===== config.mk =====
export PLATFORM = sky130hd
export DESIGN_NAME = dvf_controller
export DESIGN_NICKNAME = d
export VERILOG_FILES = /design/src/sv/dvf_pkg.sv /design/src/sv/dvf_controller.sv
export SDC_FILE = /design/constraint.sdc
export NUM_CORES = 1
export LEC_CHECK = 0
export BUFFER_PORTS_ARGS = -buffer_cell sky130_fd_sc_hd__buf_2
export CORE_AREA = 3 3 40 42
export DETAILED_ROUTE_END_ITERATION = 6
export DIE_AREA = 0 0 43 45
export PLACE_DENSITY = 0.3
export SYNTH_ARGS = -nofsm -noshare
export SYNTH_HDL_FRONTEND = slang
export SYNTH_SLANG_ARGS = --single-unit

===== constraint.sdc =====
create_clock -name clock -period 1.1 [get_ports clock]
set_input_delay 0.22 -clock clock [delete_from_list [all_inputs] [get_ports clock]]
set_output_delay 0.22 -clock clock [all_outputs]
set_load 0.05 [all_outputs]

===== src/sv/dvf_pkg.sv =====
// Package for the distinct value filter: field widths, controller states
// and the command and status structs between controller and datapath.
// No dependencies; imported by every module of the block.
package dvf_pkg;

   // Fixed field widths of the request and response words.
   localparam int unsigned VALUE_W = 32;
   localparam int unsigned SLOT_W  = 6;
   localparam int unsigned RSP_W   = 40;

   // Bit positions inside the response word.
   localparam int unsigned RSP_NEW_BIT  = 32;
   localparam int unsigned RSP_SLOT_LO  = 33;
   localparam int unsigned RSP_OVFL_BIT = 39;

   // Controller states.
   typedef enum logic [1:0] {
      ST_IDLE,
      ST_SCAN,
      ST_HOLD
   } state_type;

   // Commands from the controller to the datapath.
   typedef struct packed {
      logic load;       // latch the accepted word and start the table scan
      logic scan;       // scan step: compare and issue the next table read
      logic push_now;   // load the output register from the live result
      logic push_held;  // load the output register from the held result
   } cmd_type;

   // Status from the datapath to the controller.
   typedef struct packed {
      logic conclude;   // scan ends this cycle (match found or table exhausted)
      logic out_free;   // output register can take a word this cycle
   } sts_type;

endpackage


===== src/sv/dvf_controller.sv =====
// Controller state machine of the distinct value filter.
// Sequences accept, table scan and result hand-off; depends on dvf_pkg.
module dvf_controller (
   input  logic             clock,
   input  logic             reset,
   input  logic             req_tvalid,
   output logic             req_tready,
   input  dvf_pkg::sts_type sts,
   output dvf_pkg::cmd_type cmd
);
   import dvf_pkg::*;

   state_type state_ff;
   state_type state_in;

   // State register.
   always_ff @(posedge clock) begin
      if (reset) begin
         state_ff <= ST_IDLE;
      end else begin
         state_ff <= state_in;
      end
   end

   // Next state and commands.
   always_comb begin
      state_in   = state_ff;
      cmd        = '0;
      req_tready = 1'b0;
      case (state_ff)
         ST_IDLE: begin
            req_tready = 1'b1;
            if (req_tvalid) begin
               cmd.load = 1'b1;
               state_in = ST_SCAN;
            end
         end
         ST_SCAN: begin
            cmd.scan = 1'b1;
            if (sts.conclude) begin
               if (sts.out_free) begin
                  cmd.push_now = 1'b1;
                  state_in     = ST_IDLE;
               end else begin
                  state_in = ST_HOLD;
               end
            end
         end
         ST_HOLD: begin
            if (sts.out_free) begin
               cmd.push_held = 1'b1;
               state_in      = ST_IDLE;
            end
         end
         default: begin
            state_in = ST_IDLE;
         end
      endcase
   end

endmodule


### Yosys cells after proc, flatten, opt, wreduce, memory -nomap -nowiden

Cells that the tools add are included.

| word-level totals | value |
|---|---|
| input bits | 5 |
| logic and storage cells | 20 |
| register bits | 2 |
| output and inout port bits | 5 |

| cells by class | value |
|---|---|
| multiplexer cells | 12 |
| equal/unequal tests | 5 |
| reductions and logical operators | 2 |

Operators by type and width:

| cell | count |
|---|---|
| 2-bit 2-to-1 mux | 5 |
| 1-bit 2-to-1 mux | 6 |
| 2-bit != test, second input constant | 3 |
| 2-bit case mux with 3 select lines | 1 |
| 3-bit AND reduction | 1 |
| 2-bit by 1-bit equality test with 1-bit output, second input constant | 1 |
| 2-bit equality test, second input constant | 1 |
| 2-bit logical NOT | 1 |

### Logic depth before layout (Yosys ltp)

| depth | value |
|---|---|
| depth in word-level cells | 3 |
| gate-level depth with buffers | 2 |
| mapped depth without buffers | 2 |

### Least setup slack after synthesis

OpenSTA, ideal clock, no wires.

| timing | value |
|---|---|
| path type | register to output |
| from | reg state_ff[0] |
| to | out cmd[3] (netlist bit) |
| data required time | 880 ps |
| path slack | -670 ps |
| buffers on the path | 0 |
| arrival | 1550 ps |
| stages on the path, launching flop included | 3 |
| path through | dfxtp_1 > nor2_1 > and2_1 |

RTL lines:

| what | line | text |
|---|---|---|
| start: declaration | dvf_controller.sv:13 | `state_type state_ff;` |
| start signal: assignment | dvf_controller.sv:21 | `state_ff <= state_in;` |
| end: declaration | dvf_controller.sv:9 | `output dvf_pkg::cmd_type cmd` |

==> out/metrics.cfg <==
[clock_network]
cts_hold_buf = 0
cts_buffers = 3
cts-root-buf = clkbuf_4
htreeDepth = 1
post_cts_buffers = 0
cts_tree = built
numClockSinks = 2
clk_latency_ns = 0.22
clkTransAtPathRegs_ns = 0.03
cts_buffer_depth = 2

[grt]
grt_pass1_vias = 146
grt_start_max_net_pins = 7
track_usage_pct = 5.07
grt_antenna_before_repair = 0
grt_pass1_wl_um = 634
grt.overflow.total = 0

[power_and_ir_drop]
pwr-share-clk_pct = 43.4
sequentialPowerShare_pct = 23.6
power_mw = 0.358
p_leak_nw = 0.117
ir_worst_vdd_mv = 0.276
p_int_mw = 0.249
power.density_nw_per_um2 = 1280
combPwrFrac_pct = 33.0
p_sw_share_pct = 30.6
switching_power_mw = 0.110

[setup_path]
worstPathArrival_ns = 1.03
cp_max_fo = 4
setup.worst_path.end_class = output pin
start_kind = flop
worstPathRequired_ns = 0.88
critPathKind = flop to output pin

[cells_and_area]
largest_reg_flops = 2
drive_gt1_share_pct = 76.9
synthToLayoutAreaGrowth_pct = 173
stdcell_area_sq_um = 280
final_net_count = 33
top_register = state_ff
diodes = 0
utilization_pct = 21.8
reg.largest.list = state_ff (2)
final_cells = 41

[synth]
synth_top_cell_area_share_pct = 39.0
ys_seq_elements = 2
yosys_warnings = 0
syn_area_sq_um = 103
syn_inst = 13
synthDistinctLibCells = 9
yosysSeqAreaShare_pct = 39.0
syn_nets = 18
synthTopCellsByArea = dfxtp_1, nor2_1, a2111oi_1
yosysTopAreaCell = dfxtp_1
avgSynthCellArea_sq_um = 7.89

[timing]
slew_violations = 0
setup_ws_ns = -0.152
finalCritPeriodShare_pct = 114
maxSlewHeadroom_pct = 81.5
whs_ns = 0.179
fin_skew_ns = 0.00337
rsz0062_at_grt = yes
hold_viol_final = 0
worst_pin_slew_ns = 0.277
setup_viol = 5
layout_min_cycle_time_ns = 1.25
max_freq_ghz = 0.799
finalSetupTns_ns = -0.507

[floorplanning]
die_x_um = 43
die-area_sq_um = 1940
rows = 13
core_sq_um = 1280
ioPinCount = 10
die_h_um = 45
start_util_pct = 7.98

[placed_design]
placed_area_sq_um = 201
post-place-cells = 38
pre_cts_slack_ns = -0.0608
io_buffers = 9
gp_congestion = 0.668

[detailed_routing]
via_per_inst = 3.24
routedWlPerCell_um = 7.93
drc = 0
wl_um = 325
detail-route-antenna-nets = 0
first_iter_violations = 0
first_pass_iters = 1
vias = 133

[min_path]
hold_class = input port to flop

[status]
run_status = finished with violations
violations = setup timing

[run]
cap_violations = 0

==> area by class of cell <==
type / count / area, sq um
clock buffers: 3 / 22.5
fillers: 142 / 1000
inverters: 1 / 3.75
multi-input cells: 10 / 91.3
flip-flops and latches: 2 / 45.0
well taps: 15 / 18.8
repair buffers: 10 / 98.8
==> logic make-up (layout without fill, tap and decap cells) <==
kind of cell	count (synthesis)	in the layout	synth area share, %
flops	2	2	39.0
simple gates	8	8	40.3
buf+inv	1	14	3.66
compound gates	2	2	17.1
==> worst max-delay path, stage by stage (launching register included) <==
cell	delay, ns
dfxtp_2	0.32
buf_6	0.12
nor2_4	0.09
and2_4	0.15
buf_8	0.13
==> layer usage <==
metal	track usage, %	wire (um)	part of all wire (%)	vias up
li1	-	-	-	71
met5	0	0	0	-
met4	7.23	0	0	0
met2	4.79	128	39	9
met1	6.00	153	47	53
met3	3.19	43	13	0
==> power by group through the flow <==
stage                     clock [mW]  sequential [mW]  combinational [mW]
after CTS                      0.166           0.0852               0.114
after global placement             0           0.0846              0.0936
after global routing           0.189           0.0854               0.125
final                          0.155           0.0846               0.118
after detailed placement           0           0.0846              0.0933
after floorplan                    0           0.0846              0.0697
==> synthesized netlist by cell type <==
cell,n
a2111oi_1,1
and2_1,1
a211oi_1,1
nand3b_1,1
nand2b_1,1
nor2_1,4
inv_1,1
nor2b_1,1
dfxtp_1,2
==> cells in the final DEF (no fill, tap or decap) <==
master     synthesis  routed
dfxtp_4            0       1
nor2_4             0       3
and2_4             0       1
a2111oi_1          1       1
buf_6              0       3
nand2b_1           1       1
clkbuf_4           0       3
inv_1              1       1
nor2b_4            0       1
nand3b_1           1       1
buf_8              0       3
a211oi_1           1       1
nor2_1             4       1
buf_2              0       4
dfxtp_2            0       1
==> path summary, 6_finish.rpt <==
kind / slack (ns) / cells past startpoint / startpoint / to
max: -0.15 / 4 / state_ff[1] / cmd[3]
min: 0.18 / 2 / sts[0] / state_ff[1]
max reg2reg: 0.21 / 2 / state_ff[1] / state_ff[1]
min reg2reg: 0.43 / 1 / state_ff[1] / state_ff[0]
==> repair_timing <==
| action | in CTS | in global routing |
|---|---|---|
| gates resized for setup | 14 | 4 |
| endpoints found under the setup margin | 5 | 5 |
| pin swaps | 1 | 1 |
No activity file was read; power rests on OpenSTA's default activity.
