$ cat config.mk
export PLATFORM = sky130hd
export DESIGN_NAME = dvf_datapath
export DESIGN_NICKNAME = d
export VERILOG_FILES = /design/src/sv/dvf_pkg.sv /design/src/sv/dvf_datapath.sv
export SDC_FILE = /design/constraint.sdc
export NUM_CORES = 1
export LEC_CHECK = 0
export CAP_MARGIN = 10
export CORE_MARGIN = 2
export CORE_UTILIZATION = 42
export CTS_CLUSTER_SIZE = 24
export DETAILED_ROUTE_END_ITERATION = 16
export DONT_BUFFER_PORTS = 1
export HOLD_SLACK_MARGIN = 0.02
export PLACE_DENSITY = 0.58
export SYNTH_ARGS = -nofsm -noshare
export SYNTH_HDL_FRONTEND = slang
export SYNTH_SLANG_ARGS = --single-unit
$ cat constraint.sdc
create_clock -name clock -period 4.65 [get_ports clock]
set_input_delay 1.1625 -clock clock [delete_from_list [all_inputs] [get_ports clock]]
set_output_delay 1.1625 -clock clock [all_outputs]
set_load 0.02 [all_outputs]
$ cat src/sv/dvf_pkg.sv
// Package for the distinct value filter: field widths, controller states
// and the command and status structs between controller and datapath.
// No dependencies; imported by every module of the block.
package dvf_pkg;

   // Fixed field widths of the request and response words.
   localparam int unsigned VALUE_W = 32;
   localparam int unsigned SLOT_W  = 6;
   localparam int unsigned RSP_W   = 40;

   // Bit positions inside the response word.
   localparam int unsigned RSP_NEW_BIT  = 32;
   localparam int unsigned RSP_SLOT_LO  = 33;
   localparam int unsigned RSP_OVFL_BIT = 39;

   // Controller states.
   typedef enum logic [1:0] {
      ST_IDLE,
      ST_SCAN,
      ST_HOLD
   } state_type;

   // Commands from the controller to the datapath.
   typedef struct packed {
      logic load;       // latch the accepted word and start the table scan
      logic scan;       // scan step: compare and issue the next table read
      logic push_now;   // load the output register from the live result
      logic push_held;  // load the output register from the held result
   } cmd_type;

   // Status from the datapath to the controller.
   typedef struct packed {
      logic conclude;   // scan ends this cycle (match found or table exhausted)
      logic out_free;   // output register can take a word this cycle
   } sts_type;

endpackage

$ cat src/sv/dvf_datapath.sv
// Datapath of the distinct value filter: value table memory, entry count,
// scan counter, comparator and output register. Depends on dvf_pkg.
module dvf_datapath #(
   parameter int unsigned DEPTH = 32
) (
   input  logic                          clock,
   input  logic                          reset,
   input  logic [dvf_pkg::VALUE_W-1:0]   req_tdata,
   input  logic                          req_tlast,
   input  dvf_pkg::cmd_type              cmd,
   output dvf_pkg::sts_type              sts,
   output logic                          rsp_tvalid,
   input  logic                          rsp_tready,
   output logic [dvf_pkg::RSP_W-1:0]     rsp_tdata,
   output logic                          rsp_tlast
);
   import dvf_pkg::*;

   localparam int unsigned IW = (DEPTH > 1) ? $clog2(DEPTH) : 1;
   localparam int unsigned CW = $clog2(DEPTH + 1);
   localparam int unsigned SW = (CW > SLOT_W) ? CW : SLOT_W;

   // Value table; entries below the count are always written before read.
   logic [VALUE_W-1:0] mem [DEPTH];
   logic [VALUE_W-1:0] rd_data_ff;

   logic [VALUE_W-1:0] value_ff;
   logic               last_ff;
   logic [CW-1:0]      count_ff, count_in;
   logic [CW-1:0]      scan_ff, scan_in;
   logic [IW-1:0]      cmp_idx_ff, cmp_idx_in;
   logic               cmp_vld_ff, cmp_vld_in;

   logic [RSP_W-1:0]   res_ff;
   logic               res_last_ff;
   logic [RSP_W-1:0]   out_data_ff;
   logic               out_last_ff;
   logic               out_vld_ff, out_vld_in;

   logic               hit, full, conclude, miss, wr_en, rd_en, push;
   logic [IW-1:0]      rd_addr;
   logic [CW-1:0]      slot_val;
   logic [SW-1:0]      slot_ext;
   logic [RSP_W-1:0]   res_now;
   logic               out_free;

   // Compare the registered read against the value under search.
   assign hit      = cmp_vld_ff && (rd_data_ff == value_ff);
   assign full     = (count_ff == CW'(DEPTH));
   assign conclude = cmd.scan && (hit || (scan_ff == count_ff));
   assign miss     = conclude && !hit;
   assign wr_en    = miss && !full;

   // Issue one table read a cycle: entry zero on accept, then the scan index.
   assign rd_en   = (cmd.load && (count_ff != '0)) ||
                    (cmd.scan && !conclude && (scan_ff < count_ff));
   assign rd_addr = cmd.load ? '0 : scan_ff[IW-1:0];

   always_ff @(posedge clock) begin
      if (rd_en) begin
         rd_data_ff <= mem[rd_addr];
      end
      if (wr_en) begin
         mem[count_ff[IW-1:0]] <= value_ff;
      end
   end

   // Scan counter and pending-compare tracking.
   always_comb begin
      scan_in    = scan_ff;
      cmp_idx_in = cmp_idx_ff;
      cmp_vld_in = cmp_vld_ff;
      if (cmd.load) begin
         scan_in    = (count_ff != '0) ? CW'(1) : '0;
         cmp_idx_in = '0;
         cmp_vld_in = (count_ff != '0);
      end else if (cmd.scan) begin
         if (conclude) begin
            cmp_vld_in = 1'b0;
         end else if (rd_en) begin
            scan_in    = scan_ff + CW'(1);
            cmp_idx_in = scan_ff[IW-1:0];
            cmp_vld_in = 1'b1;
         end else begin
            cmp_vld_in = 1'b0;
         end
      end
   end

   // Entry count: grows on a stored new value, clears after a last word.
   always_comb begin
      count_in = count_ff;
      if (conclude) begin
         if (last_ff) begin
            count_in = '0;
         end else if (wr_en) begin
            count_in = count_ff + CW'(1);
         end
      end
   end

   // Result word: value, new flag, slot, overflow from the lowest bit up.
   assign slot_val = hit ? CW'(cmp_idx_ff) : count_ff;
   assign slot_ext = SW'(slot_val);
   assign res_now  = {miss && full, slot_ext[SLOT_W-1:0], wr_en, value_ff};

   // Output register, free when empty or drained this cycle.
   assign out_free = !out_vld_ff || rsp_tready;
   assign push     = cmd.push_now || cmd.push_held;

   always_comb begin
      out_vld_in = out_vld_ff;
      if (push) begin
         out_vld_in = 1'b1;
      end else if (rsp_tready) begin
         out_vld_in = 1'b0;
      end
   end

   // Control registers.
   always_ff @(posedge clock) begin
      if (reset) begin
         count_ff   <= '0;
         cmp_vld_ff <= 1'b0;
         out_vld_ff <= 1'b0;
      end else begin
         count_ff   <= count_in;
         cmp_vld_ff <= cmp_vld_in;
         out_vld_ff <= out_vld_in;
      end
   end

   // Payload registers.
   always_ff @(posedge clock) begin
      scan_ff    <= scan_in;
      cmp_idx_ff <= cmp_idx_in;
      if (cmd.load) begin
         value_ff <= req_tdata;
         last_ff  <= req_tlast;
      end
      if (conclude) begin
         res_ff      <= res_now;
         res_last_ff <= last_ff;
      end
      if (cmd.push_now) begin
         out_data_ff <= res_now;
         out_last_ff <= last_ff;
      end else if (cmd.push_held) begin
         out_data_ff <= res_ff;
         out_last_ff <= res_last_ff;
      end
   end

   assign sts.conclude = conclude;
   assign sts.out_free = out_free;
   assign rsp_tvalid   = out_vld_ff;
   assign rsp_tdata    = out_data_ff;
   assign rsp_tlast    = out_last_ff;

   // The entry count never passes the table depth.
   a_count_range: assert property (@(posedge clock) disable iff (reset)
      count_ff <= CW'(DEPTH))
      else $error("entry count above table depth");

   // The scan index stays within the valid entries while scanning.
   a_scan_range: assert property (@(posedge clock) disable iff (reset)
      cmd.scan |-> (scan_ff <= count_ff))
      else $error("scan index past entry count");

   // A word enters the output register only when that register is free.
   a_push_free: assert property (@(posedge clock) disable iff (reset)
      push |-> out_free)
      else $error("output register overwritten");

   // A result is never both new and overflowed.
   a_flags_excl: assert property (@(posedge clock) disable iff (reset)
      rsp_tvalid |-> !(rsp_tdata[RSP_NEW_BIT] && rsp_tdata[RSP_OVFL_BIT]))
      else $error("new and overflow flags both set");

   // A table write never coincides with a table read.
   a_no_rw: assert property (@(posedge clock) disable iff (reset)
      wr_en |-> !rd_en)
      else $error("table read and write in one cycle");

endmodule

Word-level counts from Yosys, hierarchy flattened
Memory sizes are Yosys's and may differ from the RTL's. A register that Yosys moved wholly into a read port is not among the register bits.
Index checks and enable logic that the tools add are counted.
{ "totals": {"register_bits": 134, "ram_bits": 1024, "inputBits": 40, "elab_cells": 66, "memories": 1} }
{ "mem_list": {"columns": ["name", "words", "word_bits", "rd", "rd_clocked_by_memory_dff", "wr", "line_no", "text"], "rows": [
  ["mem", 32, 32, 1, 1, 1, "dvf_datapath.sv:24", "logic [VALUE_W-1:0] mem [DEPTH];"]
]} }
{ "op_classes": {"n_addsub": 2, "magnitude_cmp": 1, "eq_ne": 4, "n_mux": 21, "n_bitwise": 1, "n_reduce_logical": 25} }
{ "ops": {"columns": ["cell", "n"], "rows": [
  ["$mux 40", 2],
  ["$mux 6", 7],
  ["$eq 32x32->1", 1],
  ["$add 6x1->6 const B", 2],
  ["$mux 1", 11],
  ["$reduce_bool 2->1", 5],
  ["$logic_and 1x1->1", 8],
  ["$eq 6x6->1", 1],
  ["$eq 6x6->1 const B", 1],
  ["$lt 6x6->1", 1],
  ["$reduce_and 3->1", 2],
  ["$reduce_bool 6->1", 1],
  ["$mux 5", 1],
  ["$logic_not 1->1", 4],
  ["$logic_or 1x1->1", 4],
  ["$ne 2x2->1 const B", 1],
  ["$reduce_and 2->1", 1],
  ["$not 1->1", 1]
]} }

Longest topological paths before layout
Gate-level depths: netlist of run 1.
{ "logic_depth": {"depth_word": 12, "depth_mapped": 12} }

Least setup slack after synthesis of run 1
OpenSTA, ideal clock, no wires.
{ "synth_path": {"kind": "flip-flop to flip-flop", "start": "register scan_ff[0]", "end": "memory mem[0][0] (enable)", "setup_ns": 0.461, "t_arrival_ns": 4.165, "setup_slack_ns": 0.024, "path_stages_with_launch": 10, "path_buffers": 3, "path_cell_list": "edfxtp_1 -> buf_4 -> buf_2 -> clkbuf_1 -> inv_1 -> ha_1 -> nand4_1 -> nor2_1 -> nand3_1 -> nor3_1"} }
{ "synth_between": {"elab_chain_cells": 7} }
{ "synth_lines": {"columns": ["element", "line_no", "text"], "rows": [
  ["start: declaration", "dvf_datapath.sv:30", "logic [CW-1:0] scan_ff, scan_in;"],
  ["start signal: assignment", "dvf_datapath.sv:135", "scan_ff <= scan_in;"],
  ["$eq 6x6->1", "dvf_datapath.sv:50", "assign conclude = cmd.scan && (hit || (scan_ff == count_ff));"],
  ["$logic_or 1x1->1", "dvf_datapath.sv:50", null],
  ["$logic_and 1x1->1", "dvf_datapath.sv:50", null],
  ["$logic_and 1x1->1", "dvf_datapath.sv:51", "assign miss = conclude && !hit;"],
  ["$logic_and 1x1->1", "dvf_datapath.sv:52", "assign wr_en = miss && !full;"],
  ["$mux 1", "dvf_datapath.sv:63", "if (wr_en) begin"],
  ["$mux 1 (implied by the code)", "dvf_datapath.sv:64", "mem[count_ff[IW-1:0]] <= value_ff;"],
  ["end: declaration", "dvf_datapath.sv:24", null]
]} }
No other way between the ends.

==> impl_metrics.prom, run 1 <==
# TYPE chip_impl_metric gauge
chip_impl_info{name="status",value="completed"} 1
chip_impl_metric{name="cts_resized",unit=""} 1
chip_impl_info{name="worst_path_max_delay_cell",value="nor4_2"} 1
chip_impl_metric{name="crit_path_max_incr_delay",unit="ns"} 0.69
chip_impl_info{name="critical_path_cell_list",value="xor2_1 -> nor4_2 -> nand3_1 -> nor3_1 -> o21a_2"} 1
chip_impl_metric{name="cts.sinks",unit=""} 1190
chip_impl_metric{name="number_of_maximum_capacitance_constraint_violations",unit=""} 0
chip_impl_metric{name="fillers",unit=""} 8808
chip_impl_metric{name="syn-mean-instance-area",unit="µm²"} 21.2
chip_impl_metric{name="async_reset_ff_frac",unit=""} 0
chip_impl_metric{name="cts_buffer_depth",unit=""} 3
chip_impl_metric{name="detail_route.vias_per_cell",unit=""} 5.82
chip_impl_metric{name="drv_slew",unit=""} 0
chip_impl_metric{name="yosysUniqueCellTypes",unit=""} 46
chip_impl_metric{name="timing.critical_path.buf_inv",unit=""} 0
chip_impl_info{name="tritoncts",value="yes"} 1
chip_impl_info{name="regToRegStartpoint",value="value_ff[25]$_DFFE_PP_"} 1
chip_impl_metric{name="critical_path_arrival",unit="ns"} 3.29
chip_impl_metric{name="drt_wl_total",unit="µm"} 115000
chip_impl_metric{name="antenna_found_initial",unit=""} 17
chip_impl_metric{name="max-slew-margin-rel",unit=""} 0.197
chip_impl_metric{name="grt_util_all_layers",unit=""} 0.206
chip_impl_metric{name="horizontal_die_dimension",unit="µm"} 335
chip_impl_metric{name="first_global_vias",unit=""} 22100
chip_impl_metric{name="worst-endpoint-required",unit="ns"} 3.49
chip_impl_metric{name="finalClockSkew",unit="ns"} 0.0500
chip_impl_metric{name="place.port_buffers",unit=""} 0
chip_impl_metric{name="grt_max_degree",unit=""} 112
chip_impl_metric{name="timing_worst_slew_pin_value",unit="ns"} 1.20
chip_impl_metric{name="clk-insertion-delay-late",unit="ns"} 0.71
chip_impl_info{name="netlist_top_cells_area",value="edfxtp_1 (77%), mux4_2 (9.4%), mux2i_1 (5.6%)"} 1
chip_impl_metric{name="synth-edff-count",unit=""} 1177
chip_impl_metric{name="detailedRoute.firstIterationViolations",unit=""} 2396
chip_impl_metric{name="power.clock.fraction",unit=""} 0.388
chip_impl_metric{name="detail-route-antenna-nets",unit=""} 0
chip_impl_metric{name="start_util",unit=""} 0.423
chip_impl_metric{name="dr_wl_met3",unit="µm"} 8760
chip_impl_metric{name="cellPowerDensity",unit="mW/mm²"} 449
chip_impl_metric{name="core-area",unit="mm²"} 0.109
chip_impl_metric{name="grt.overflow.total",unit=""} 0
chip_impl_metric{name="mappedNetlistNets",unit=""} 2227
chip_impl_metric{name="die_height",unit="µm"} 335
chip_impl_info{name="worst_setup_path_start_kind",value="flop"} 1
chip_impl_metric{name="detail_route.drc_violations",unit=""} 0
chip_impl_info{name="timing_worst_setup_path_type",value="flop to primary output"} 1
chip_impl_metric{name="ys_seq_area_frac",unit=""} 0.774
chip_impl_info{name="critPathTopFamily",value="simple AND/OR/NAND/NOR gates"} 1
chip_impl_metric{name="post_drt_wl_per_cell",unit="µm"} 30.4
chip_impl_metric{name="syn-instance-count",unit=""} 2176
chip_impl_metric{name="inserted_clock_buffers",unit=""} 118
chip_impl_info{name="grt_setup_unrepaired",value="no"} 1
chip_impl_metric{name="p_sw",unit="W"} 0.00539
chip_impl_metric{name="syn_area",unit="mm²"} 0.0460
chip_impl_info{name="critical_path.endpoint_type",value="primary output"} 1
chip_impl_metric{name="final_estimated_routing_congestion_in_global_placement",unit=""} 0.801
chip_impl_metric{name="cts_hold_buf",unit=""} 0
chip_impl_metric{name="area_delta_synth_final",unit="%"} 13.3
chip_impl_metric{name="share_seq_of_total_power",unit=""} 0.520
chip_impl_metric{name="multi_input_area",unit="mm²"} 0.0101
chip_impl_metric{name="post-layout-total-power",unit="W"} 0.0234
chip_impl_info{name="synth.cells.most_frequent",value="edfxtp_1 (1177), mux2i_1 (258), mux4_2 (192)"} 1
chip_impl_metric{name="final_layout_size_suffix_gt1_frac",unit=""} 0.246
chip_impl_metric{name="total_leakage_power",unit="nW"} 16.8
chip_impl_info{name="yosysMostFrequentCell",value="edfxtp_1"} 1
chip_impl_metric{name="top_level_ports",unit=""} 84
chip_impl_metric{name="grt_pass1_wl",unit="µm"} 164000
chip_impl_metric{name="path_max_fanout",unit=""} 4
chip_impl_info{name="synth_largest_area_cell",value="edfxtp_1"} 1
chip_impl_metric{name="ys_seq_elements",unit=""} 1190
chip_impl_metric{name="num_rows",unit=""} 121
chip_impl_metric{name="met2_wirelength",unit="µm"} 52900
chip_impl_info{name="min-delay-path-class",value="flop to flop"} 1
chip_impl_metric{name="cts_setup_buffers",unit=""} 0
chip_impl_metric{name="vias",unit=""} 22100
chip_impl_info{name="routed.top_layer",value="met5"} 1
chip_impl_metric{name="fin_tns_setup",unit="ns"} 0
chip_impl_metric{name="final-hold-violation-count",unit=""} 0
chip_impl_info{name="min-delay-start",value="cmp_idx_ff[4]$_SDFFE_PP0P_"} 1
chip_impl_metric{name="drt_pre_antenna_iters",unit=""} 5
chip_impl_info{name="ctsRootBufferMaster",value="clkbuf_16"} 1
chip_impl_metric{name="area.sequential",unit="mm²"} 0.0356
chip_impl_info{name="synth-main-ff-cell",value="edfxtp_1"} 1
chip_impl_metric{name="dieArea",unit="mm²"} 0.112
chip_impl_metric{name="layout_min_cycle_time",unit="ns"} 4.45
chip_impl_metric{name="achievable-frequency",unit="MHz"} 225
chip_impl_metric{name="switching_share",unit=""} 0.230
chip_impl_metric{name="h-tree-depth",unit=""} 3
chip_impl_metric{name="path_clk_slew",unit="ns"} 0.06
chip_impl_metric{name="post_route_fraction_of_the_period_consumed_by_the_critical_path",unit=""} 0.957
chip_impl_metric{name="pwr-share-comb",unit=""} 0.092
chip_impl_metric{name="vdd_ir_drop_max",unit="mV"} 0.306
chip_impl_metric{name="num-nets-final",unit=""} 2330
chip_impl_metric{name="route.layer.met1.wl",unit="µm"} 50900
chip_impl_metric{name="synthDominantCellAreaShare",unit=""} 0.768
chip_impl_info{name="critPathLaunch",value="value_ff[14]$_DFFE_PP_"} 1
chip_impl_metric{name="cell_internal_power",unit="W"} 0.0180
chip_impl_metric{name="dp_hpwl",unit="µm"} 62800
chip_impl_metric{name="yosys_warnings",unit=""} 0
chip_impl_metric{name="setup_violations",unit=""} 0
path summary, 6_finish.rpt:
check	end	slack, ns	cells past startpoint
worst min register to register	cmp_idx_ff[4]$_SDFFE_PP0P_	0.48	2
worst max register to register	mem[22][2]$_DFFE_PP_	0.85	10
worst max-delay path	sts[1]	0.20	5
worst min-delay path	cmp_idx_ff[4]$_SDFFE_PP0P_	0.48	2
worst min-delay path, stage by stage (launching register included):
cell	delay, ns
dfxtp_1	0.31
o31ai_1	0.06
a21oi_1	0.06
power groups by stage:
stage	registers (W)	logic [W]	clock network [W]
5_1_grt	0.0122	0.00230	0.00962
6_report	0.0122	0.00216	0.00907
2_1_floorplan	0.0125	0.00136	0
3_5_place_dp	0.0124	0.00218	0
3_3_place_gp	0.0124	0.00215	0
4_1_cts	0.0122	0.00219	0.00922
cells in the final DEF (no fill, tap or decap), drive strengths merged, types with 14 or more instances in the layout:
cell type,count
xor2,33
o22ai,128
mux4,192
mux2,78
nor2,41
buf,103
edfxtp,1177
inv,14
clkbuf,137
nand3,20
clkinv,69
mux2i,258
area by class of cell:
cell class              count  share of cell area
repair buffers            103              0.0175
multi-input cells         856               0.195
well taps                1414              0.0339
diodes                      7            0.000336
clock inverters            81              0.0121
flip-flops and latches   1190               0.683
inverters                  10            0.000720
clock buffers             137              0.0580
per-stage QoR:
step	utilization	worst slack [ns]	instances	hold WS (ns)	instance area, µm²
2_1_floorplan	-	0.0236	2176	0.444	46000
4_1_cts	0.480	0.198	3791	0.472	52100
3_3_place_gp	0.446	0.508	3573	0.456	48500
3_5_place_dp	0.446	0.540	3573	0.463	48500
5_1_grt	0.480	0.0706	3791	0.489	52100
6_report	0.480	0.201	3798	0.476	52100
cells by family after synthesis:
family / Yosys count / synth area share
adders and majority gates: 11 / 0.00299
muxes: 528 / 0.169
and+or+nand+nor: 119 / 0.0128
buffers and inverters: 130 / 0.0123
xor gates and xnor gates: 36 / 0.00685
AOI/OAI and AO/OA: 162 / 0.0221
DFF: 1190 / 0.774
registers in the layout (all words and copies together) (netlist names):
name / count
count_ff: 6
rsp_tdata: 40
cmp_vld_ff: 1
value_ff: 32
last_ff: 1
cmp_idx_ff: 5
res_ff: 40
rd_data_ff: 32
res_last_ff: 1
mem: 1024
rsp_tlast: 1
rsp_tvalid: 1
scan_ff: 6
per-layer routing:
metal	global-route usage	vias up
li1	-	9280
met2	0.314	829
met5	0	-
met1	0.304	11800
met3	0.0439	172
met4	0.0522	16
Power figures use the tool's default switching activity.
==> inputs of run 2 (changes only) <==
- PLACE_DENSITY: 0.58 -> 0.55
- clock period: 4.65 -> 5.7 ns (I/O delays scaled with it)
==> impl_metrics.prom, run 2 (same netlist as run 1, synthesis figures left out) <==
# TYPE chip_impl_metric gauge
chip_impl_info{name="ctsRootBufferMaster",value="clkbuf_16"} 1
chip_impl_metric{name="dieArea",unit="mm²"} 0.112
chip_impl_info{name="layout.cells.most_common_list",value="edfxtp_1 (1177), mux2i_1 (258), mux4_2 (192), o22ai_1 (128), clkbuf_16 (120)"} 1
chip_impl_metric{name="antenna_found_initial",unit=""} 12
chip_impl_metric{name="layout_min_cycle_time",unit="ns"} 5.14
chip_impl_metric{name="cts.sinks",unit=""} 1190
chip_impl_metric{name="horizontal_die_dimension",unit="µm"} 335
chip_impl_metric{name="achievable-frequency",unit="MHz"} 195
chip_impl_metric{name="grt_pass1_wl",unit="µm"} 165000
chip_impl_metric{name="area.sequential",unit="mm²"} 0.0356
chip_impl_info{name="grt_setup_unrepaired",value="no"} 1
chip_impl_metric{name="cts_resized",unit=""} 0
chip_impl_metric{name="grt.overflow.total",unit=""} 0
chip_impl_metric{name="cts_hold_buf",unit=""} 0
chip_impl_metric{name="detail_route.vias_per_cell",unit=""} 5.77
chip_impl_metric{name="num_rows",unit=""} 121
chip_impl_metric{name="clk-insertion-delay-late",unit="ns"} 0.70
chip_impl_info{name="worst_path_max_delay_cell",value="edfxtp_1"} 1
chip_impl_metric{name="rr_worst_depth",unit=""} 8
chip_impl_metric{name="detail-route-antenna-nets",unit=""} 0
chip_impl_metric{name="start_util",unit=""} 0.423
chip_impl_metric{name="area_delta_synth_final",unit="%"} 13.3
chip_impl_metric{name="pwr-share-comb",unit=""} 0.093
chip_impl_metric{name="critical_path_cell_count",unit=""} 5
chip_impl_metric{name="drv_slew",unit=""} 0
chip_impl_metric{name="crit_path_max_incr_delay",unit="ns"} 1.04
chip_impl_metric{name="post_drt_wl_per_cell",unit="µm"} 30.6
chip_impl_metric{name="vdd_ir_drop_max",unit="mV"} 0.270
chip_impl_info{name="worst_setup_path_start_kind",value="flop"} 1
chip_impl_metric{name="top_level_ports",unit=""} 84
chip_impl_info{name="tritoncts",value="yes"} 1
chip_impl_metric{name="p_sw",unit="W"} 0.00437
chip_impl_metric{name="h-tree-depth",unit=""} 3
chip_impl_metric{name="drt_wl_total",unit="µm"} 116000
chip_impl_info{name="critPathTopFamily",value="simple AND/OR/NAND/NOR gates"} 1
chip_impl_metric{name="vias",unit=""} 21800
chip_impl_metric{name="detailedRoute.firstIterationViolations",unit=""} 2198
chip_impl_metric{name="timing.critical_path.buf_inv",unit=""} 0
chip_impl_metric{name="first_global_vias",unit=""} 22100
chip_impl_info{name="critical_path_cell_list",value="xor2_1 -> nor4_1 -> nand3_1 -> nor3_1 -> o21a_2"} 1
chip_impl_metric{name="place.port_buffers",unit=""} 0
chip_impl_info{name="layout.cells.most_common",value="edfxtp_1"} 1
chip_impl_metric{name="final_estimated_routing_congestion_in_global_placement",unit=""} 0.795
chip_impl_metric{name="num-nets-final",unit=""} 2328
chip_impl_metric{name="grt_util_all_layers",unit=""} 0.208
chip_impl_metric{name="path_max_fanout",unit=""} 35
chip_impl_metric{name="path_clk_slew",unit="ns"} 0.07
chip_impl_metric{name="final-hold-violation-count",unit=""} 0
chip_impl_metric{name="number_of_maximum_capacitance_constraint_violations",unit=""} 0
chip_impl_info{name="critical_path.endpoint_type",value="primary output"} 1
chip_impl_metric{name="core-area",unit="mm²"} 0.109
chip_impl_metric{name="cell_internal_power",unit="W"} 0.0146
chip_impl_metric{name="cts_buffer_depth",unit=""} 3
chip_impl_metric{name="critical_path_arrival",unit="ns"} 3.72
chip_impl_metric{name="grt_max_degree",unit=""} 92
chip_impl_metric{name="worst-endpoint-required",unit="ns"} 4.28
chip_impl_metric{name="cellPowerDensity",unit="mW/mm²"} 364
chip_impl_metric{name="total_leakage_power",unit="nW"} 16.8
chip_impl_metric{name="power.clock.fraction",unit=""} 0.383
chip_impl_info{name="timing_worst_setup_path_type",value="flop to primary output"} 1
chip_impl_metric{name="share_seq_of_total_power",unit=""} 0.524
chip_impl_info{name="status",value="completed"} 1
chip_impl_metric{name="timing_worst_slew_pin_value",unit="ns"} 1.06
chip_impl_metric{name="die_height",unit="µm"} 335
chip_impl_metric{name="finalClockSkew",unit="ns"} 0.0339
chip_impl_metric{name="drt_pre_antenna_iters",unit=""} 5
chip_impl_metric{name="cts_setup_buffers",unit=""} 0
chip_impl_metric{name="setup_violations",unit=""} 0
chip_impl_metric{name="switching_share",unit=""} 0.230
chip_impl_metric{name="fin_tns_setup",unit="ns"} 0
chip_impl_metric{name="largest_register_ff_count",unit=""} 1024
chip_impl_info{name="min-delay-path-class",value="flop to flop"} 1
chip_impl_metric{name="hold_path_depth",unit=""} 2
chip_impl_metric{name="detail_route.drc_violations",unit=""} 0
chip_impl_metric{name="final_layout_size_suffix_gt1_frac",unit=""} 0.242
chip_impl_metric{name="multi_input_area",unit="mm²"} 0.0101
chip_impl_metric{name="fraction_of_the_core_area_covered_by_cells_at_the_end_of_the_flow",unit=""} 0.480
chip_impl_metric{name="max-slew-margin-rel",unit=""} 0.295
chip_impl_metric{name="post_route_fraction_of_the_period_consumed_by_the_critical_path",unit=""} 0.902
chip_impl_metric{name="inserted_clock_buffers",unit=""} 119
chip_impl_metric{name="dp_hpwl",unit="µm"} 65900
chip_impl_metric{name="fillers",unit=""} 8836
## run 2: cell types whose count changed in the layout (fill, tap and decap cells not counted), moves of 3 or more
| cell | previous run | this run |
|---|---|---|
| clkinvlp_4 | 0 | 6 |
| clkbuf_1 | 19 | 25 |
| clkinv_2 | 35 | 26 |
| diode_2 | 7 | 2 |
| buf_12 | 11 | 22 |
| bufinv_16 | 8 | 5 |
| buf_4 | 92 | 77 |
## run 2: final timing paths
path                              startpoint                         end  slack (ns)
hold reg to reg   cmp_idx_ff[1]$_SDFFE_PP0P_  cmp_idx_ff[1]$_SDFFE_PP0P_        0.48
setup reg to reg      value_ff[18]$_DFFE_PP_    rd_data_ff[11]$_DFFE_PP_        1.26
hold / removal    cmp_idx_ff[1]$_SDFFE_PP0P_  cmp_idx_ff[1]$_SDFFE_PP0P_        0.48
setup / recovery      value_ff[18]$_DFFE_PP_                      sts[1]        0.56
## run 2: power by group through the flow
| stage | logic [W] | registers (W) | clock network [W] |
|---|---|---|---|
| 2_1_floorplan | 0.00111 | 0.0102 | 0 |
| 3_3_place_gp | 0.00177 | 0.0101 | 0 |
| 3_5_place_dp | 0.00179 | 0.0101 | 0 |
| 4_1_cts | 0.00179 | 0.00995 | 0.00741 |
| 5_1_grt | 0.00188 | 0.00996 | 0.00775 |
| 6_report | 0.00176 | 0.00995 | 0.00727 |
## run 2: metal layers
layer | wire length [µm] | share of wire | vias to the layer above | track usage
met5 | 80 | 0.00069 | - | 0
li1 | - | - | 9257 | -
met1 | 50600 | 0.44 | 11600 | 0.296
met4 | 3620 | 0.031 | 14 | 0.0635
met2 | 53500 | 0.46 | 754 | 0.322
met3 | 8110 | 0.070 | 183 | 0.0446
## run 2: worst min-delay path, cell delays in order (launching register included)
cell and delay [ns]:
dfxtp_1 0.31, o31ai_1 0.06, a21oi_1 0.06
## run 2: cell type report
class	instances	area share
clock buffers	145	0.0594
well taps	1414	0.0339
flip-flops and latches	1190	0.683
multi-input cells	856	0.194
diodes	2	0.0000960
repair buffers	100	0.0197
clock inverters	70	0.00914
inverters	10	0.000720
## run 2: stage by stage
step	hold WS (ns)	area [µm²]	power [W]	std cells	setup slack (ns)
after global placement	0.454	48500	0.0119	3567	1.43
after floorplan	0.444	46000	0.0113	2176	0.970
after detailed placement	0.467	48600	0.0119	3569	1.37
final	0.478	52200	0.0190	3787	0.559
after CTS	0.476	52100	0.0192	3784	0.572
after global routing	0.480	52200	0.0196	3786	0.275
==> inputs of run 3 (changes only) <==
- REMOVE_ABC_BUFFERS: unset -> 1
==> impl_metrics.prom, run 3 (same netlist as run 1, synthesis figures left out) <==
# TYPE chip_impl_metric gauge
chip_impl_metric{name="cellPowerDensity",unit="mW/mm²"} 374
chip_impl_metric{name="setup_violations",unit=""} 0
chip_impl_metric{name="drv_slew",unit=""} 0
chip_impl_metric{name="timing_worst_slew_pin_value",unit="ns"} 1.27
chip_impl_metric{name="fin_tns_setup",unit="ns"} 0
chip_impl_metric{name="worst-endpoint-required",unit="ns"} 4.28
chip_impl_metric{name="finalClockSkew",unit="ns"} 0.0255
chip_impl_metric{name="final_estimated_routing_congestion_in_global_placement",unit=""} 0.781
chip_impl_metric{name="post_route_fraction_of_the_period_consumed_by_the_critical_path",unit=""} 0.883
chip_impl_info{name="worst_setup_path_start_kind",value="flop"} 1
chip_impl_metric{name="post-layout-total-power",unit="W"} 0.0197
chip_impl_info{name="worst_path_max_delay_cell",value="nor4_1"} 1
chip_impl_metric{name="critical_path_arrival",unit="ns"} 3.61
chip_impl_info{name="critical_path.endpoint_type",value="primary output"} 1
chip_impl_metric{name="path_max_fanout",unit=""} 19
chip_impl_metric{name="final-hold-violation-count",unit=""} 0
chip_impl_metric{name="core-area",unit="mm²"} 0.109
chip_impl_metric{name="drt_wl_total",unit="µm"} 121000
chip_impl_metric{name="path_clk_slew",unit="ns"} 0.06
chip_impl_metric{name="num-nets-final",unit=""} 2336
chip_impl_metric{name="cell_internal_power",unit="W"} 0.0152
chip_impl_metric{name="grt_util_all_layers",unit=""} 0.217
chip_impl_info{name="critical_path_cell_list",value="xor2_1 -> nor4_1 -> nand4_1 -> nor3_1 -> buf_4 -> o21a_4"} 1
chip_impl_metric{name="largest_register_ff_count",unit=""} 1024
chip_impl_info{name="min-delay-path-class",value="flop to flop"} 1
chip_impl_metric{name="cts_buffer_depth",unit=""} 3
chip_impl_metric{name="horizontal_die_dimension",unit="µm"} 335
chip_impl_metric{name="layout_min_cycle_time",unit="ns"} 5.03
chip_impl_metric{name="cts_resized",unit=""} 0
chip_impl_metric{name="detailedPlace.worstSlack",unit="ns"} 1.30
chip_impl_metric{name="cts_setup_buffers",unit=""} 0
chip_impl_metric{name="post_drt_wl_per_cell",unit="µm"} 31.7
chip_impl_metric{name="power.clock.fraction",unit=""} 0.403
chip_impl_metric{name="achievable-frequency",unit="MHz"} 199
chip_impl_metric{name="switching_share",unit=""} 0.229
chip_impl_metric{name="die_height",unit="µm"} 335
chip_impl_metric{name="detail_route.drc_violations",unit=""} 0
chip_impl_metric{name="cts.sinks",unit=""} 1190
chip_impl_info{name="status",value="completed"} 1
chip_impl_info{name="critPathTopFamily",value="simple AND/OR/NAND/NOR gates"} 1
chip_impl_info{name="layout.cells.most_common_list",value="edfxtp_1 (1177), mux2i_1 (258), mux4_2 (192), clkbuf_16 (134), o22ai_1 (128)"} 1
chip_impl_metric{name="h-tree-depth",unit=""} 4
chip_impl_metric{name="p_sw",unit="W"} 0.00450
chip_impl_metric{name="grt_max_degree",unit=""} 135
chip_impl_metric{name="crit_path_max_incr_delay",unit="ns"} 0.59
chip_impl_info{name="ctsRootBufferMaster",value="clkbuf_16"} 1
chip_impl_metric{name="pwr-share-comb",unit=""} 0.091
chip_impl_metric{name="total_leakage_power",unit="nW"} 16.9
chip_impl_metric{name="dieArea",unit="mm²"} 0.112
chip_impl_metric{name="cts_hold_buf",unit=""} 0
chip_impl_metric{name="grt.overflow.total",unit=""} 0
chip_impl_metric{name="detail-route-antenna-nets",unit=""} 0
chip_impl_metric{name="start_util",unit=""} 0.423
chip_impl_metric{name="grt_pass1_wl",unit="µm"} 170000
chip_impl_metric{name="inserted_clock_buffers",unit=""} 130
chip_impl_metric{name="timing.critical_path.buf_inv",unit=""} 1
chip_impl_metric{name="vias",unit=""} 22200
chip_impl_info{name="timing_worst_setup_path_type",value="flop to primary output"} 1
chip_impl_metric{name="max-slew-margin-rel",unit=""} 0.154
chip_impl_info{name="tritoncts",value="yes"} 1
chip_impl_metric{name="clk-insertion-delay-late",unit="ns"} 0.74
chip_impl_metric{name="detailedRoute.firstIterationViolations",unit=""} 2093
chip_impl_metric{name="place.port_buffers",unit=""} 0
chip_impl_info{name="layout.cells.most_common",value="edfxtp_1"} 1
chip_impl_metric{name="share_seq_of_total_power",unit=""} 0.506
chip_impl_metric{name="drt_pre_antenna_iters",unit=""} 5
chip_impl_metric{name="detail_route.vias_per_cell",unit=""} 5.85
chip_impl_metric{name="area_delta_synth_final",unit="%"} 14.1
chip_impl_metric{name="num_rows",unit=""} 121
chip_impl_metric{name="timing.final.ws_setup",unit="ns"} 0.667
chip_impl_metric{name="number_of_maximum_capacitance_constraint_violations",unit=""} 0
chip_impl_metric{name="first_global_vias",unit=""} 22500
chip_impl_metric{name="antenna_found_initial",unit=""} 16
chip_impl_metric{name="top_level_ports",unit=""} 84
chip_impl_info{name="grt_setup_unrepaired",value="no"} 1
chip_impl_metric{name="dp_hpwl",unit="µm"} 66700
chip_impl_metric{name="vdd_ir_drop_max",unit="mV"} 0.386
chip_impl_metric{name="final_layout_size_suffix_gt1_frac",unit=""} 0.243
run 3: cell types whose count changed in the layout (fill, tap and decap cells not counted), moves of 3 or more:
cell and change:
clkinv_1 -8, clkbuf_1 +14, clkinv_2 -12, diode_2 +3, buf_12 -11, buf_4 +5, clkbuf_8 +3, buf_16 +4
clkinv_8 +6, clkbuf_16 +14, clkinvlp_4 -4
run 3: power groups by stage:
stage | combinational [W] | clock (W) | sequential, W
2_1_floorplan | 0.00128 | 0 | 0.0103
3_3_place_gp | 0.00177 | 0 | 0.0101
3_5_place_dp | 0.00180 | 0 | 0.0101
4_1_cts | 0.00181 | 0.00809 | 0.00994
5_1_grt | 0.00190 | 0.00843 | 0.00995
6_report | 0.00179 | 0.00793 | 0.00994
run 3: worst paths after layout:
path / slack [ns] / start / endpoint / cells past startpoint
worst min-delay path: 0.47 / cmp_idx_ff[1]$_SDFFE_PP0P_ / cmp_idx_ff[1]$_SDFFE_PP0P_ / 2
worst max-delay path: 0.67 / value_ff[31]$_DFFE_PP_ / sts[1] / 6
worst max register to register: 1.32 / value_ff[31]$_DFFE_PP_ / mem[26][31]$_DFFE_PP_ / 8
worst min register to register: 0.47 / cmp_idx_ff[1]$_SDFFE_PP0P_ / cmp_idx_ff[1]$_SDFFE_PP0P_ / 2
run 3: per-layer routing:
layer  vias to the layer above  GRT usage  share of wire
li1                       9300          -              -
met1                     11900      0.304           0.43
met2                       840      0.338           0.47
met3                       191     0.0543          0.076
met4                         6     0.0663          0.026
met5                         -          0        0.00037
run 3: cell type report:
class | instances | area, µm²
Tap cell | 1414 | 1770
Antenna cell | 5 | 12.5
Clock buffer | 176 | 3540
Clock inverter | 54 | 472
Multi-Input combinational cell | 856 | 10100
Inverter | 10 | 37.5
Sequential cell | 1190 | 35600
Fill cell | 8839 | 56200
Timing Repair Buffer | 97 | 946
run 3: stage by stage:
stage / util / instance area (µm²) / hold slack, ns / instances
3_3_place_gp: 0.445 / 48400 / 0.451 / 3561
3_5_place_dp: 0.446 / 48500 / 0.461 / 3567
6_report: 0.483 / 52500 / 0.468 / 3802
4_1_cts: 0.483 / 52500 / 0.471 / 3797
5_1_grt: 0.483 / 52500 / 0.499 / 3798
2_1_floorplan: - / 45500 / 0.438 / 2056
run 3: tightest hold or removal path: cells and delay by family (launching register included):
kind | cells | cell delay (ns)
DFF | 1 | 0.30
AOI/OAI and AO/OA | 2 | 0.12
